File: config.mk
export PLATFORM = sky130hd
export DESIGN_NAME = i2c_bitbang_write_master
export DESIGN_NICKNAME = d
export VERILOG_FILES = /design/src/sv/i2cbw_pkg.sv /design/src/sv/i2cbw_shift.sv /design/src/sv/i2c_bitbang_write_master.sv
export SDC_FILE = /design/constraint.sdc
export NUM_CORES = 1
export LEC_CHECK = 0
export BUFFER_PORTS_ARGS = -buffer_cell sky130_fd_sc_hd__buf_4
export CORE_ASPECT_RATIO = 1.1
export CORE_UTILIZATION = 58
export CTS_CLUSTER_SIZE = 40
export DETAILED_ROUTE_END_ITERATION = 8
export HOLD_SLACK_MARGIN = 0.05
export MAX_ROUTING_LAYER = met4
export PLACE_DENSITY = 0.8
export SLEW_MARGIN = 0
export SYNTH_ARGS = -nofsm -noshare
export SYNTH_HDL_FRONTEND = slang
export SYNTH_SLANG_ARGS = --single-unit
File: constraint.sdc
create_clock -name clk -period 2.6 [get_ports clk]
set_clock_uncertainty 0.1 [all_clocks]
set_input_delay 0.26 -clock clk [delete_from_list [all_inputs] [get_ports clk]]
set_output_delay 0.26 -clock clk [all_outputs]
set_load 0.005 [all_outputs]
File: src/sv/i2cbw_pkg.sv
package i2cbw_pkg;

  localparam int unsigned BYTE_W = 8;
  localparam int unsigned CNT_W  = 4;

  localparam logic [1:0] OP_START = 2'd0;
  localparam logic [1:0] OP_STOP  = 2'd1;
  localparam logic [1:0] OP_WRITE = 2'd2;

  localparam logic [CNT_W-1:0] START_LAST = 4'd3;
  localparam logic [CNT_W-1:0] STOP_LAST  = 4'd7;
  localparam logic [CNT_W-1:0] BIT_LAST   = 4'd7;
  localparam logic [CNT_W-1:0] ACK_LAST   = 4'd9;

  typedef enum logic [4:0] {
    ST_IDLE  = 5'b00001,
    ST_START = 5'b00010,
    ST_STOP  = 5'b00100,
    ST_DATA  = 5'b01000,
    ST_ACK   = 5'b10000
  } state_t;

  typedef enum logic [2:0] {
    PH_SET  = 3'b001,
    PH_HIGH = 3'b010,
    PH_LOW  = 3'b100
  } phase_t;

endpackage

File: src/sv/i2cbw_shift.sv
module i2cbw_shift
  import i2cbw_pkg::*;
(
  input  logic              clk,
  input  logic              load,
  input  logic              shift,
  input  logic [BYTE_W-1:0] din,
  output logic              msb
);

  logic [BYTE_W-1:0] shift_reg;

  always_ff @(posedge clk) begin
    if (load) begin
      shift_reg <= din;
    end else if (shift) begin
      shift_reg <= {shift_reg[BYTE_W-2:0], 1'b0};
    end
  end

  assign msb = shift_reg[BYTE_W-1];

endmodule

File: src/sv/i2c_bitbang_write_master.sv
// An accepted operation moves the sequencer out of idle; each line slot it then makes is
// registered into the output when that is empty or being read, one slot per cycle while
// out_ready stays high. No new operation is accepted until its last slot is emitted.
// An unused operation code is accepted and produces nothing.
// Reset: the internal SDA and SCL states go high, the sequencer returns to idle, the output is empty.
module i2c_bitbang_write_master
  import i2cbw_pkg::*;
(
  input  logic              clk,
  input  logic              rst,
  input  logic              in_valid,
  output logic              in_ready,
  input  logic [1:0]        operation,
  input  logic [BYTE_W-1:0] data_byte,
  output logic              out_valid,
  input  logic              out_ready,
  output logic              sda_level,
  output logic              scl_level,
  output logic              last_slot
);

  state_t           state, state_next;
  phase_t           phase, phase_next;
  logic [CNT_W-1:0] cnt, cnt_next;
  logic             sda, scl;
  logic             sda_slot, scl_slot, last;
  logic             emit, accept, load, shift, msb;

  assign in_ready = (state == ST_IDLE);
  assign accept   = in_valid && in_ready;
  assign emit     = (state != ST_IDLE) && (!out_valid || out_ready);
  assign load     = accept && (operation == OP_WRITE);
  assign shift    = emit && (state == ST_DATA) && (phase == PH_SET);

  i2cbw_shift u_shift (
    .clk   (clk),
    .load  (load),
    .shift (shift),
    .din   (data_byte),
    .msb   (msb)
  );

  always_comb begin
    sda_slot   = sda;
    scl_slot   = scl;
    last       = 1'b0;
    state_next = state;
    phase_next = phase;
    cnt_next   = cnt;
    case (state)
      ST_IDLE: begin
        cnt_next   = '0;
        phase_next = PH_SET;
        if (accept) begin
          case (operation)
            OP_START: state_next = ST_START;
            OP_STOP:  state_next = ST_STOP;
            OP_WRITE: state_next = ST_DATA;
            default:  state_next = ST_IDLE;
          endcase
        end
      end
      ST_START: begin
        sda_slot = (cnt < 4'd2);
        scl_slot = (cnt == '0) ? scl : (cnt != START_LAST);
        last     = (cnt == START_LAST);
        if (emit) begin
          cnt_next   = cnt + 1'b1;
          state_next = last ? ST_IDLE : ST_START;
        end
      end
      ST_STOP: begin
        sda_slot = (cnt >= 4'd2);
        scl_slot = (cnt == '0) ? scl : 1'b1;
        last     = (cnt == STOP_LAST);
        if (emit) begin
          cnt_next   = cnt + 1'b1;
          state_next = last ? ST_IDLE : ST_STOP;
        end
      end
      ST_DATA: begin
        case (phase)
          PH_SET: begin
            sda_slot = msb;
            if (emit) phase_next = PH_HIGH;
          end
          PH_HIGH: begin
            scl_slot = 1'b1;
            if (emit) phase_next = PH_LOW;
          end
          PH_LOW: begin
            scl_slot = 1'b0;
            if (emit) begin
              phase_next = PH_SET;
              if (cnt == BIT_LAST) begin
                cnt_next   = '0;
                state_next = ST_ACK;
              end else begin
                cnt_next = cnt + 1'b1;
              end
            end
          end
          default: phase_next = PH_SET;
        endcase
      end
      ST_ACK: begin
        sda_slot = 1'b1;
        scl_slot = (cnt == 4'd1);
        last     = (cnt == ACK_LAST);
        if (emit) begin
          cnt_next   = cnt + 1'b1;
          state_next = last ? ST_IDLE : ST_ACK;
        end
      end
      default: state_next = ST_IDLE;
    endcase
  end

  always_ff @(posedge clk) begin
    if (rst) begin
      state     <= ST_IDLE;
      phase     <= PH_SET;
      cnt       <= '0;
      sda       <= 1'b1;
      scl       <= 1'b1;
      out_valid <= 1'b0;
    end else begin
      state <= state_next;
      phase <= phase_next;
      cnt   <= cnt_next;
      if (emit) begin
        sda       <= sda_slot;
        scl       <= scl_slot;
        out_valid <= 1'b1;
      end else if (out_ready) begin
        out_valid <= 1'b0;
      end
    end
  end

  always_ff @(posedge clk) begin
    if (emit) begin
      sda_level <= sda_slot;
      scl_level <= scl_slot;
      last_slot <= last;
    end
  end

`ifndef NO_ASSERTIONS
  assert property (@(posedge clk) disable iff (rst)
    (emit && last) |=> (state == ST_IDLE && out_valid && last_slot))
    else $error("last slot did not return sequencer to idle");

  assert property (@(posedge clk) disable iff (rst)
    (emit && state == ST_START && cnt == START_LAST) |=> (!sda && !scl))
    else $error("start condition left lines in wrong state");

  assert property (@(posedge clk) disable iff (rst)
    (emit && state == ST_ACK && cnt == ACK_LAST) |=> (sda && !scl))
    else $error("write left lines in wrong state");

  assert property (@(posedge clk) disable iff (rst)
    (state == ST_ACK) |-> (cnt <= ACK_LAST && phase == PH_SET))
    else $error("acknowledge counter out of range");

  assert property (@(posedge clk) disable iff (rst)
    (out_valid && !out_ready) |=>
      (out_valid && $stable(sda_level) && $stable(scl_level) && $stable(last_slot)))
    else $error("stalled slot overwritten");
`endif

endmodule

Word level (Yosys, flattened, before mapping)
Index checks and enable logic that the tools add are counted.
{"block": "totals", "regBits": 26, "latchBits": 0, "ramBits": 0, "romBits": 0, "inputBits": 14, "word_cells": 90, "mem_count": 0}
{"block": "op_classes", "add_sub_neg": 1, "mul": 0, "div": 0, "order_cmp": 2, "n_eq_ne": 27, "shift": 0, "mux": 33, "bitwise_logic": 0, "n_reduce_logical": 17}
{"cell": "$mux W5", "count": 8}
{"cell": "$pmux W5 S5", "count": 1}
{"cell": "$pmux W4 S3", "count": 2}
{"cell": "$mux W4", "count": 4}
{"cell": "$mux W8", "count": 2}
{"cell": "$mux W3", "count": 4}
{"cell": "$ne A3 B3 Y1 const B", "count": 3}
{"cell": "$pmux W3 S3", "count": 1}
{"cell": "$ne A2 B1 Y1 const B", "count": 4}
{"cell": "$ne A2 B2 Y1 const B", "count": 4}
{"cell": "$pmux W1 S4", "count": 2}
{"cell": "$reduce_and A4 Y1", "count": 2}
{"cell": "$reduce_and A7 Y1", "count": 1}
{"cell": "$pmux W3 S2", "count": 1}
{"cell": "$reduce_bool A2 Y1", "count": 3}
{"cell": "$eq A5 B1 Y1 const B", "count": 1}
{"cell": "$eq A5 B2 Y1 const B", "count": 1}
{"cell": "$eq A5 B3 Y1 const B", "count": 1}
{"cell": "$eq A5 B4 Y1 const B", "count": 1}
{"cell": "$eq A5 B5 Y1 const B", "count": 1}
{"cell": "$logic_and A1 B1 Y1", "count": 5}
{"cell": "$mux W1", "count": 5}
{"cell": "$ne A5 B1 Y1 const B", "count": 1}
{"cell": "$add A4 B1 Y4 const B", "count": 1}
{"cell": "other kinds (21)", "count": 21}

Longest topological paths before layout
Gate-level depths: netlist of run 1.
{"block": "logic_depth", "word_depth": 7, "mapped_depth": 7, "ltp_nobuf": 7}

Modules after synthesis
Synthesis of run 1 repeated with hierarchy kept, for this count alone.
{"block": "hier_totals", "cells_unflattened": 177, "hier_area_um2": 1709.1}
{"mod": "i2c_bitbang_write_master", "n_inst": 1, "cells_each": 159, "area_per_inst_um2": 1338.8}
{"mod": "i2cbw_shift", "n_inst": 1, "cells_each": 18, "area_per_inst_um2": 370.4}

Least setup slack after synthesis of run 1
No wires, ideal clock.
{"block": "synth_timing", "path_type": "flip-flop to flip-flop", "startpoint": "register state[0]", "endpoint": "register u_shift.shift_reg[0] (enable)", "setup_ns": 0.398, "arrival_ns": 1.876, "setup_slack_ns": 0.226, "stages_incl_launch_ff": 5, "cell_sequence": "dfxtp_1 buf_4 nor3_2 nand2_2 o41ai_1"}
{"block": "synth_via", "elab_chain_len": 5, "word_cells_on_any_way": 9, "cone_classes": "3 x eq/ne; 6 x reduce/logical"}
{"item": "start, declared", "line": "i2c_bitbang_write_master.sv:22", "text": "state_t state, state_next;"}
{"item": "start signal, assigned", "line": "i2c_bitbang_write_master.sv:128", "text": "state <= state_next;"}
{"item": "$ne A5 B1 Y1", "line": "i2c_bitbang_write_master.sv:31", "text": "assign emit = (state != ST_IDLE) && (!out_valid || out_ready);"}
{"item": "$logic_and A1 B1 Y1", "line": "i2c_bitbang_write_master.sv:31"}
{"item": "$logic_and A1 B1 Y1 (2 in a row)", "line": "i2c_bitbang_write_master.sv:33", "text": "assign shift = emit && (state == ST_DATA) && (phase == PH_SET);"}
{"item": "$reduce_bool A2 Y1 (no line) *"}
{"item": "end signal, assigned", "line": "i2cbw_shift.sv:15", "text": "shift_reg <= din;"}
{"item": "end signal, assigned", "line": "i2cbw_shift.sv:17", "text": "shift_reg <= {shift_reg[BYTE_W-2:0], 1'b0};"}
{"item": "end, declared", "line": "i2cbw_shift.sv:11", "text": "logic [BYTE_W-1:0] shift_reg;"}
Every way passes the cells marked *; elsewhere a longest branch is shown, timed or not.
A chain may end at the register's enable or synchronous reset.

Worst setup path after layout of run 1
{"block": "layout_timing", "startpoint": "register state[2]", "endpoint": "register u_shift.shift_reg[4], data pin"}
{"block": "layout_via", "elab_chain_len": 4}
{"item": "$eq A5 B1 Y1", "line": "i2c_bitbang_write_master.sv:29", "text": "assign in_ready = (state == ST_IDLE);"}
{"item": "$logic_and A1 B1 Y1", "line": "i2c_bitbang_write_master.sv:30", "text": "assign accept = in_valid && in_ready;"}
{"item": "$logic_and A1 B1 Y1", "line": "i2c_bitbang_write_master.sv:32", "text": "assign load = accept && (operation == OP_WRITE);"}
{"item": "$mux W8", "line": "i2cbw_shift.sv:14", "text": "if (load) begin"}
No other way between the ends.

==> impl_metrics.csv, run 1 <==
group,metric,value,unit
clock_network,cts_tree,"done",
cells_and_area,final_cell_area,0.00183,mm²
worst_setup_path,path_class,"reg -> reg",
sta,fmax,461,MHz
cells_and_area,fill_cells,214,
synthesis,synth_edf_count,11,
routing,viasPerCell,6.46,
synthesis,synth-async-reset-ratio,0,%
global_route,grt_pass1_vias,1335,
worst_setup_path,cp_max_fo,9,
sta,slew_violations,0,
min_path,worstHoldPathType,"in -> reg",
worst_setup_path,arrival,2.15,ns
sta,relSlewSlack,69.1,%
global_route,grt_pass1_wl,6.29,mm
clock_network,cts_root_buf,"clkbuf_4",
sta,rsz0062_at_grt,"false",
placed_design,port_buffers,18,
floorplan,die_h,58.1,µm
floorplan,fp-row-count,19,
worst_setup_path,r2r_slack,0.43,ns
synthesis,avgSynthCellArea,9.76,µm²
placed_design,placed_area,0.00180,mm²
routing,wl,3.82,mm
synthesis,seq_area_frac_synth,38.0,%
cells_and_area,nets,205,
sta,fin_ws,0.432,ns
cells_and_area,antennaDiodeCount,0,
global_route,grt_max_degree,15,
synthesis,ys.flop_type,"dfxtp_1",
clock_network,cts_resized,0,
sta,fin_crit_sh,83.4,%
sta,timing.hold.ws,0.101,ns
sta,tightest_slew,0.461,ns
worst_setup_path,worstSetupStartpointType,"register",
clock_network,cts_sinks,26,
placed_design,dp_hpwl,2.88,mm
synthesis,ys_top_cells_by_area,"edfxtp_1 20%, dfxtp_1 18%, mux2_1 4.8%",
synthesis,netlist_area,0.00166,mm²
floorplan,die_x,53.0,µm
worst_setup_path,critPathCaptureType,"register",
synthesis,yosys_register_bits,26,
clock_network,cts_htree_levels,1,
cells_and_area,largest_reg_flops,8,
routing,num_vias,1402,
cells_and_area,area_growth_syn_to_layout,10.2,%
placed_design,place.gp.congestion,0.903,
sta,setup_viol,0,
global_route,track_usage,29.1,%
routing,drtAntennaViolNets,0,
sta,fin_crit,2.17,ns
worst_setup_path,crit_required,2.58,ns
sta,tns,0,ns
clock_network,numCtsBuffers,3,
floorplan,core_area,0.00262,mm²
global_route,grt_antenna_before_repair,0,
clock_network,clk_latency,0.33,ns
floorplan,dieArea,0.00308,mm²
synthesis,syn_nets,188,
cells_and_area,drive_above_1_share,24.2,%
synthesis,synthCells,170,
synthesis,synth_cell_types,59,
sta,hold_viol,0,
clock_network,clk_path_buf_depth,2,
power,ir_drop,939,µV
clock_network,cts_setup_buffers,0,
routing,drc,0,
outcome,outcome,"finished, final reports clean",
power,p_leak,0.673,nW
floorplan,initial_core_util,63.4,%
routing,drt-initial-drc-count,73,
global_route,gr-total-overflow,0,
power,p_per_area,935,mW/mm²
synthesis,post-synth-top-count-cell,"dfxtp_1",
synthesis,yosysTopAreaCell,"edfxtp_1",
clock_network,cts_hold_buf,0,
routing,drtPass1Iterations,5,
routing,drt-wirelength-per-cell,17.6,µm
floorplan,ios,19,
synthesis,synth_top_area_share,19.9,%
clock_network,path_clk_slew,0.14,ns
synthesis,synth_common_cells,"15 x dfxtp_1, 13 x a21oi_1, 11 x edfxtp_1, 11 x nand2_1, 9 x nor3_1",
flow_run,cap_violations,0,
synthesis,yosysWarnings,0,
placed_design,dpl_worst_slack,0.435,ns
## placed cells by master, fill, tap and decap left out, types with 3 or more instances in the layout
cell type,n
a21oi_1,13
buf_4,19
clkbuf_4,3
dfxtp_1,15
edfxtp_1,11
ha_1,4
inv_1,8
mux2_1,7
nand2_1,11
nand2b_1,4
nand3_1,7
nor2_1,5
nor2b_1,3
nor3_1,9
nor3_2,4
nor4_1,3
o211ai_1,3
o21ai_0,4
o21ai_1,3
## power breakdown
part	internal, W	leakage [nW]	total (W)	switching (W)
clock	0.0000602	0.0150	0.000178	0.000118
sequential	0.000523	0.221	0.000616	0.0000932
combinational	0.000351	0.437	0.000914	0.000564
## layer usage
layer  track usage, %  vias to the layer above  routed length, µm
met5                -                        -                  0
met4             10.2                        0                 80
met3             2.89                       10                193
met2             48.8                       54               1920
met1             35.7                      660               1620
li1                 -                      678                  -
## kinds of logic after synthesis
| kind of cell | count (synthesis) | share of synthesized area [%] |
|---|---|---|
| xor gates and xnor gates | 2 | 1.06 |
| DFF | 26 | 38.0 |
| and+or+nand+nor | 71 | 28.4 |
| muxes | 8 | 5.35 |
| AOI/OAI and AO/OA | 44 | 20.1 |
| buffers and inverters | 15 | 4.15 |
| adders and majority gates | 4 | 3.02 |
## critical path: stages, from the launching register on
cell	delay, ns
dfxtp_1	0.42
nor2_2	0.24
nand3_2	0.23
nor2_1	0.18
and3_1	0.38
mux2_1	0.37
## per-stage QoR
step	util, %	total power, W	cells
after floorplan	-	0.00128	170
after global placement	68.9	0.00150	213
after detailed placement	68.9	0.00152	213
after CTS	69.9	0.00170	217
after global routing	69.9	0.00183	217
final	69.9	0.00171	217
## path summary, 6_finish.rpt
kind	cells after the start	start	end
setup / recovery	5	state[2]	u_shift.shift_reg[4]
hold / removal	2	rst	phase[2]
setup reg to reg	5	state[2]	u_shift.shift_reg[4]
hold reg to reg	1	u_shift.shift_reg[1]	u_shift.shift_reg[2]
## final cells by class
class / count / area (µm²) / share of cell area, %
tap: 31 / 38.8 / 2.12
clock buffer: 4 / 26.3 / 1.44
timing repair buffer: 19 / 143 / 7.80
multi-input combinational: 129 / 960 / 52.5
sequential: 26 / 631 / 34.5
inverter: 8 / 30.0 / 1.64
(Power assumes the default switching activity.)
==> inputs of run 2 (changes only) <==
--- a/config.mk
+++ b/config.mk
@@ -7,12 +7,12 @@
 export LEC_CHECK = 0
 export BUFFER_PORTS_ARGS = -buffer_cell sky130_fd_sc_hd__buf_4
 export CORE_ASPECT_RATIO = 1.1
-export CORE_UTILIZATION = 58
+export CORE_UTILIZATION = 52
 export CTS_CLUSTER_SIZE = 40
 export DETAILED_ROUTE_END_ITERATION = 8
 export HOLD_SLACK_MARGIN = 0.05
 export MAX_ROUTING_LAYER = met4
-export PLACE_DENSITY = 0.8
+export PLACE_DENSITY = 0.76
 export SLEW_MARGIN = 0
 export SYNTH_ARGS = -nofsm -noshare
 export SYNTH_HDL_FRONTEND = slang
==> constraint.sdc (replaced) <==
create_clock -name clk -period 1.8 [get_ports clk]
set_clock_uncertainty 0.1 [all_clocks]
set_input_delay 0.18 -clock clk [delete_from_list [all_inputs] [get_ports clk]]
set_output_delay 0.18 -clock clk [all_outputs]
set_load 0.005 [all_outputs]
==> run 2 against run 1 <==
Combinational power grew to 2.7 times the previous value. Routed wire length increased by 64%. Largest cell class unchanged. Setup slack lost 0.63 ns. Sequential power is 48% higher. Critical endpoint is now scl. Sequential share of layout area shrank 8.9 points. The flow now finishes with violations (setup timing). Clock power rose by 140%. Via count increased by 26%.
==> impl_metrics.csv, run 2 (synthesized netlist as in run 1, its figures left out) <==
group,metric,value,unit
floorplan,dieArea,0.00342,mm²
global_route,grt_pass1_vias,1601,
placed_design,dp_hpwl,3.36,mm
clock_network,cts_tree,"done",
global_route,grtUsageMet1,36.7,%
routing,drt-initial-drc-count,191,
routing,drc,0,
power,p_leak,0.997,nW
sta,rsz0062_at_grt,"true",
routing,drtPass1Iterations,4,
min_path,worstHoldPathType,"in -> reg",
global_route,track_usage,30.7,%
cells_and_area,final_cell_mix,"55 x buf_4, 11 x edfxtp_1, 10 x nand2_1",
placed_design,port_buffers,18,
cells_and_area,layout_commonest_cell,"buf_4",
placed_design,dpl_worst_slack,-0.0826,ns
power,p_per_area,1480,mW/mm²
global_route,use_met3,3.15,%
clock_network,numCtsBuffers,3,
floorplan,ios,19,
worst_setup_path,path_class,"reg -> reg",
clock_network,cts_sinks,26,
clock_network,cts_root_buf,"clkbuf_4",
cells_and_area,final_cells,269,
cells_and_area,area_growth_syn_to_layout,54.0,%
worst_setup_path,crit_required,1.94,ns
routing,drtAntennaViolNets,0,
power,p_total,0.00377,W
flow_run,cap_violations,0,
floorplan,initial_core_util,54.4,%
clock_network,clk_latency,0.33,ns
placed_design,place.gp.congestion,0.897,
cells_and_area,drive_above_1_share,58.3,%
cells_and_area,antennaDiodeCount,0,
sta,tightest_slew,0.471,ns
sta,slew_violations,0,
floorplan,core_area,0.00305,mm²
global_route,grt_antenna_before_repair,0,
placed_design,placed_area,0.00211,mm²
floorplan,fp-row-count,21,
routing,wl,6.27,mm
global_route,grt_max_degree,16,
floorplan,die_h,61.2,µm
worst_setup_path,critPathCaptureType,"register",
sta,hold_viol,0,
worst_setup_path,arrival,2.13,ns
routing,drt-wirelength-per-cell,23.3,µm
routing,viasPerCell,6.55,
power,ir_drop,1680,µV
sta,fmax,501,MHz
sta,fin_crit_sh,111,%
floorplan,die_x,55.9,µm
sta,fin_crit,1.99,ns
outcome,violations,"setup timing",
global_route,gr-total-overflow,0,
routing,num_vias,1763,
worst_setup_path,worstSetupStartpointType,"register",
clock_network,clk_path_buf_depth,2,
global_route,grt_busiest_layer,"met2",
clock_network,path_clk_slew,0.16,ns
global_route,met2_usage,55.6,%
cells_and_area,nets,254,
worst_setup_path,cp_max_fo,3,
sta,relSlewSlack,68.4,%
cells_and_area,fill_cells,155,
sta,fin_ws,-0.194,ns
outcome,outcome,"finished, violations left",
cells_and_area,largest_reg_flops,8,
sta,setup_viol,18,
cells_and_area,final_cell_area,0.00255,mm²
clock_network,cts_htree_levels,1,
placed_design,post-place-cells,248,
global_route,grt_pass1_wl,7.77,mm
[run 2: changes by cell type in the layout (fill, tap and decap cells not counted), sizes merged]
| cell | before | now |
|---|---|---|
| clkbuf | 4 | 3 |
| buf | 19 | 60 |
| dlygate4sd3 | 0 | 8 |
| bufinv | 0 | 1 |
[run 2: metal layers]
layer  routed length, µm  part of all wire (%)
met5                   0                     0
met4                 391                   6.2
met3                 400                   6.4
met2                3170                    51
met1                2310                    37
[run 2: through the flow]
step | util, % | setup TNS (ns) | hold slack (ns)
floorplan | - | -0.0151 | 0.228
global placement | 69.3 | -0.0981 | 0.364
detailed placement | 69.3 | -0.958 | 0.368
CTS | 76.6 | -0.137 | 0.0501
global route | 83.8 | -2.03 | 0.0418
finish | 83.8 | -1.26 | 0.0543
[run 2: final timing paths]
kind,start,endpoint,slack [ns],depth (start not counted)
worst min-delay path,data_byte[2],u_shift.shift_reg[2],0.05,2
worst min register to register,sda,sda,0.47,2
worst max-delay path,cnt[1],scl,-0.19,7
worst max register to register,cnt[1],scl,-0.19,7
[run 2: timing repair]
item	CTS	global route
pin swaps	7	14
hold buffers	8	0
buffers inserted	4	6
endpoints found under the hold margin	17	0
gates resized for setup	17	45
endpoints found under the setup margin	30	25
[run 2: final cells by class]
type / instances / area [µm²] / area share [%]
Multi-Input combinational cell: 129 / 1220 / 47.9
Timing Repair Buffer: 68 / 553 / 21.6
Tap cell: 34 / 42.5 / 1.67
Sequential cell: 26 / 653 / 25.6
Clock buffer: 3 / 22.5 / 0.881
Clock inverter: 1 / 30.0 / 1.18
Inverter: 8 / 30.0 / 1.18
[run 2: worst max-delay path, cell delays in order, from the launching register on]
cell      delay (ns)
dfxtp_2         0.39
inv_2           0.06
ha_4            0.15
or4b_1          0.46
a32oi_1         0.29
o221ai_2        0.15
nor3_1          0.22
o21ai_1         0.07
[run 2: power breakdown]
group / internal (W) / total [W] / switching [W]
sequential: 0.000776 / 0.000910 / 0.000134
clock: 0.000225 / 0.000420 / 0.000195
combinational: 0.00115 / 0.00244 / 0.00129
==> inputs of run 3 (changes only) <==
--- a/config.mk
+++ b/config.mk
@@ -6,13 +6,15 @@
 export NUM_CORES = 1
 export LEC_CHECK = 0
 export BUFFER_PORTS_ARGS = -buffer_cell sky130_fd_sc_hd__buf_4
+export CELL_PAD_IN_SITES_DETAIL_PLACEMENT = 1
+export CELL_PAD_IN_SITES_GLOBAL_PLACEMENT = 1
 export CORE_ASPECT_RATIO = 1.1
-export CORE_UTILIZATION = 52
+export CORE_UTILIZATION = 40
 export CTS_CLUSTER_SIZE = 40
 export DETAILED_ROUTE_END_ITERATION = 8
 export HOLD_SLACK_MARGIN = 0.05
 export MAX_ROUTING_LAYER = met4
-export PLACE_DENSITY = 0.76
+export PLACE_DENSITY_LB_ADDON = 0.2
 export SLEW_MARGIN = 0
 export SYNTH_ARGS = -nofsm -noshare
 export SYNTH_HDL_FRONTEND = slang
==> run 3 against run 2 <==
The flow still finishes with violations (setup timing). Register-to-register slack gained 0.07 ns. Flip-flop and latch count is the same. Sequential power is essentially flat. Setup slack gained 0.071 ns.
==> impl_metrics.csv, run 3 (synthesized netlist as in run 1, its figures left out) <==
group,metric,value,unit
floorplan,fp-row-count,24,
clock_network,cts_root_buf,"clkbuf_8",
clock_network,cts_htree_levels,1,
global_route,gr-total-overflow,0,
cells_and_area,final_cell_mix,"56 x buf_4, 11 x edfxtp_1, 9 x nand2_1",
routing,num_vias,1607,
routing,met3WireLength,183,µm
global_route,grt_pass1_vias,1754,
cells_and_area,antennaDiodeCount,0,
global_route,grt_max_degree,15,
clock_network,numCtsBuffers,3,
floorplan,initial_core_util,41.9,%
worst_setup_path,worstSetupStartpointType,"register",
outcome,outcome,"finished, violations left",
flow_run,cap_violations,0,
cells_and_area,drive_above_1_share,54.3,%
clock_network,cts_tree,"done",
worst_setup_path,arrival,1.87,ns
worst_setup_path,cp_slowest_cell,"or4b_1",
floorplan,die_h,69.5,µm
clock_network,clk_latency,0.28,ns
power,p_leak,0.907,nW
worst_setup_path,cp_max_fo,3,
routing,met2_length,3.16,mm
global_route,grt_pass1_wl,8.69,mm
cells_and_area,seq_area,653,µm²
routing,drt-wirelength-per-cell,21.1,µm
sta,slew_violations,0,
sta,tightest_slew,0.495,ns
power,p_total,0.00340,W
sta,fin_crit_sh,107,%
routing,viasPerCell,5.84,
sta,rsz0062_at_grt,"true",
sta,timing.hold.ws,0.0821,ns
routing,drt-initial-drc-count,123,
floorplan,ios,19,
placed_design,dp_hpwl,4.02,mm
clock_network,cts_hold_buf,0,
sta,fin_ws,-0.123,ns
power,ir_drop,969,µV
placed_design,place.gp.congestion,0.865,
cells_and_area,nets,242,
routing,drtPass1Iterations,4,
clock_network,cts_sinks,26,
routing,wl_met1,2.31,mm
min_path,worstHoldPathType,"in -> reg",
worst_setup_path,slowest_delay,0.49,ns
power,p_per_area,1430,mW/mm²
sta,setup_viol,9,
sta,relSlewSlack,67.0,%
sta,fmax,520,MHz
worst_setup_path,critPathCaptureType,"register",
cells_and_area,fill_cells,466,
placed_design,post-place-cells,264,
worst_setup_path,crit_required,1.75,ns
cells_and_area,multi_input_area,0.00116,mm²
sta,fin_crit,1.92,ns
routing,drc,0,
outcome,violations,"setup timing",
worst_setup_path,crit_chain,"inv_2 > ha_4 > or4b_1 > a32oi_1 > o221ai_2 > a21o_1",
routing,top_layer,"met4",
cells_and_area,area_growth_syn_to_layout,43.6,%
routing,drtAntennaViolNets,0,
worst_setup_path,path_buf_inv,1,
floorplan,dieArea,0.00441,mm²
cells_and_area,layout_commonest_cell,"buf_4",
clock_network,clk_path_buf_depth,2,
worst_setup_path,crit_family,"compound AO/OA/AOI/OAI gates",
routing,wl,5.82,mm
worst_setup_path,path_class,"reg -> reg",
cells_and_area,final_cells,275,
floorplan,die_x,63.4,µm
global_route,track_usage,26.3,%
cells_and_area,largest_reg_flops,8,
clock_network,path_clk_slew,0.10,ns
sta,hold_viol,0,
placed_design,port_buffers,18,
global_route,grt_antenna_before_repair,0,
floorplan,core_area,0.00396,mm²
## run 3: cell count changes in the layout (fill, tap and decap cells not counted), moves of 3 or more
cell / change
buf_6: -4
clkbuf_4: -3
clkbuf_8: +3
dlygate4sd3_1: -8
mux2_1: +5
mux2_4: -5
## run 3: metrics by stage
step	setup TNS [ns]	instance area, µm²	utilization, %	setup slack (ns)
6_report	-0.698	2380	60.1	-0.123
5_1_grt	-1.25	2380	60.1	-0.157
4_1_cts	-0.248	2240	56.4	-0.108
3_5_place_dp	-1.99	2110	53.2	-0.168
3_3_place_gp	-0.298	2110	53.2	-0.0691
2_1_floorplan	-0.0151	1720	-	-0.0151
## run 3: layout make-up
type                       count  share of cell area (%)
multi-input combinational    129                    48.9
sequential                    26                    27.4
timing repair buffer          56                    17.6
tap                           52                    2.73
clock buffer                   3                    1.73
inverter                       8                    1.42
clock inverter                 1                   0.158
## run 3: per-layer routing
layer	GRT usage (%)	vias to the layer above
met5	-	-
met4	8.33	0
met3	2.96	15
met2	46.7	47
met1	30.5	797
li1	-	748
## run 3: what timing repair did
action	in CTS	in global routing
buffers inserted	5	3
setup endpoints to repair	33	31
gates resized for setup	14	30
pin swaps	9	14
## run 3: worst paths after layout
path,startpoint,end,slack (ns),cells past startpoint
worst max-delay path,cnt[1],scl_level,-0.12,6
worst min-delay path,rst,cnt[0],0.08,2
worst max register to register,cnt[1],scl_level,-0.12,6
worst min register to register,u_shift.shift_reg[4],u_shift.shift_reg[5],0.44,1
## run 3: power by group
group	internal, W	switching (W)	leakage, nW
sequential	0.000777	0.000136	0.225
clock	0.000154	0.000200	0.0231
combinational	0.000954	0.00118	0.660
total	0.00188	0.00152	0.907
## run 3: worst register-to-register path, delay by kind of cell (launching register included)
kind / cells / cell delay (ns)
compound gates: 3 / 0.54
simple gates: 1 / 0.49
flops: 1 / 0.37
fa+ha+maj: 1 / 0.15
buf+inv: 1 / 0.06
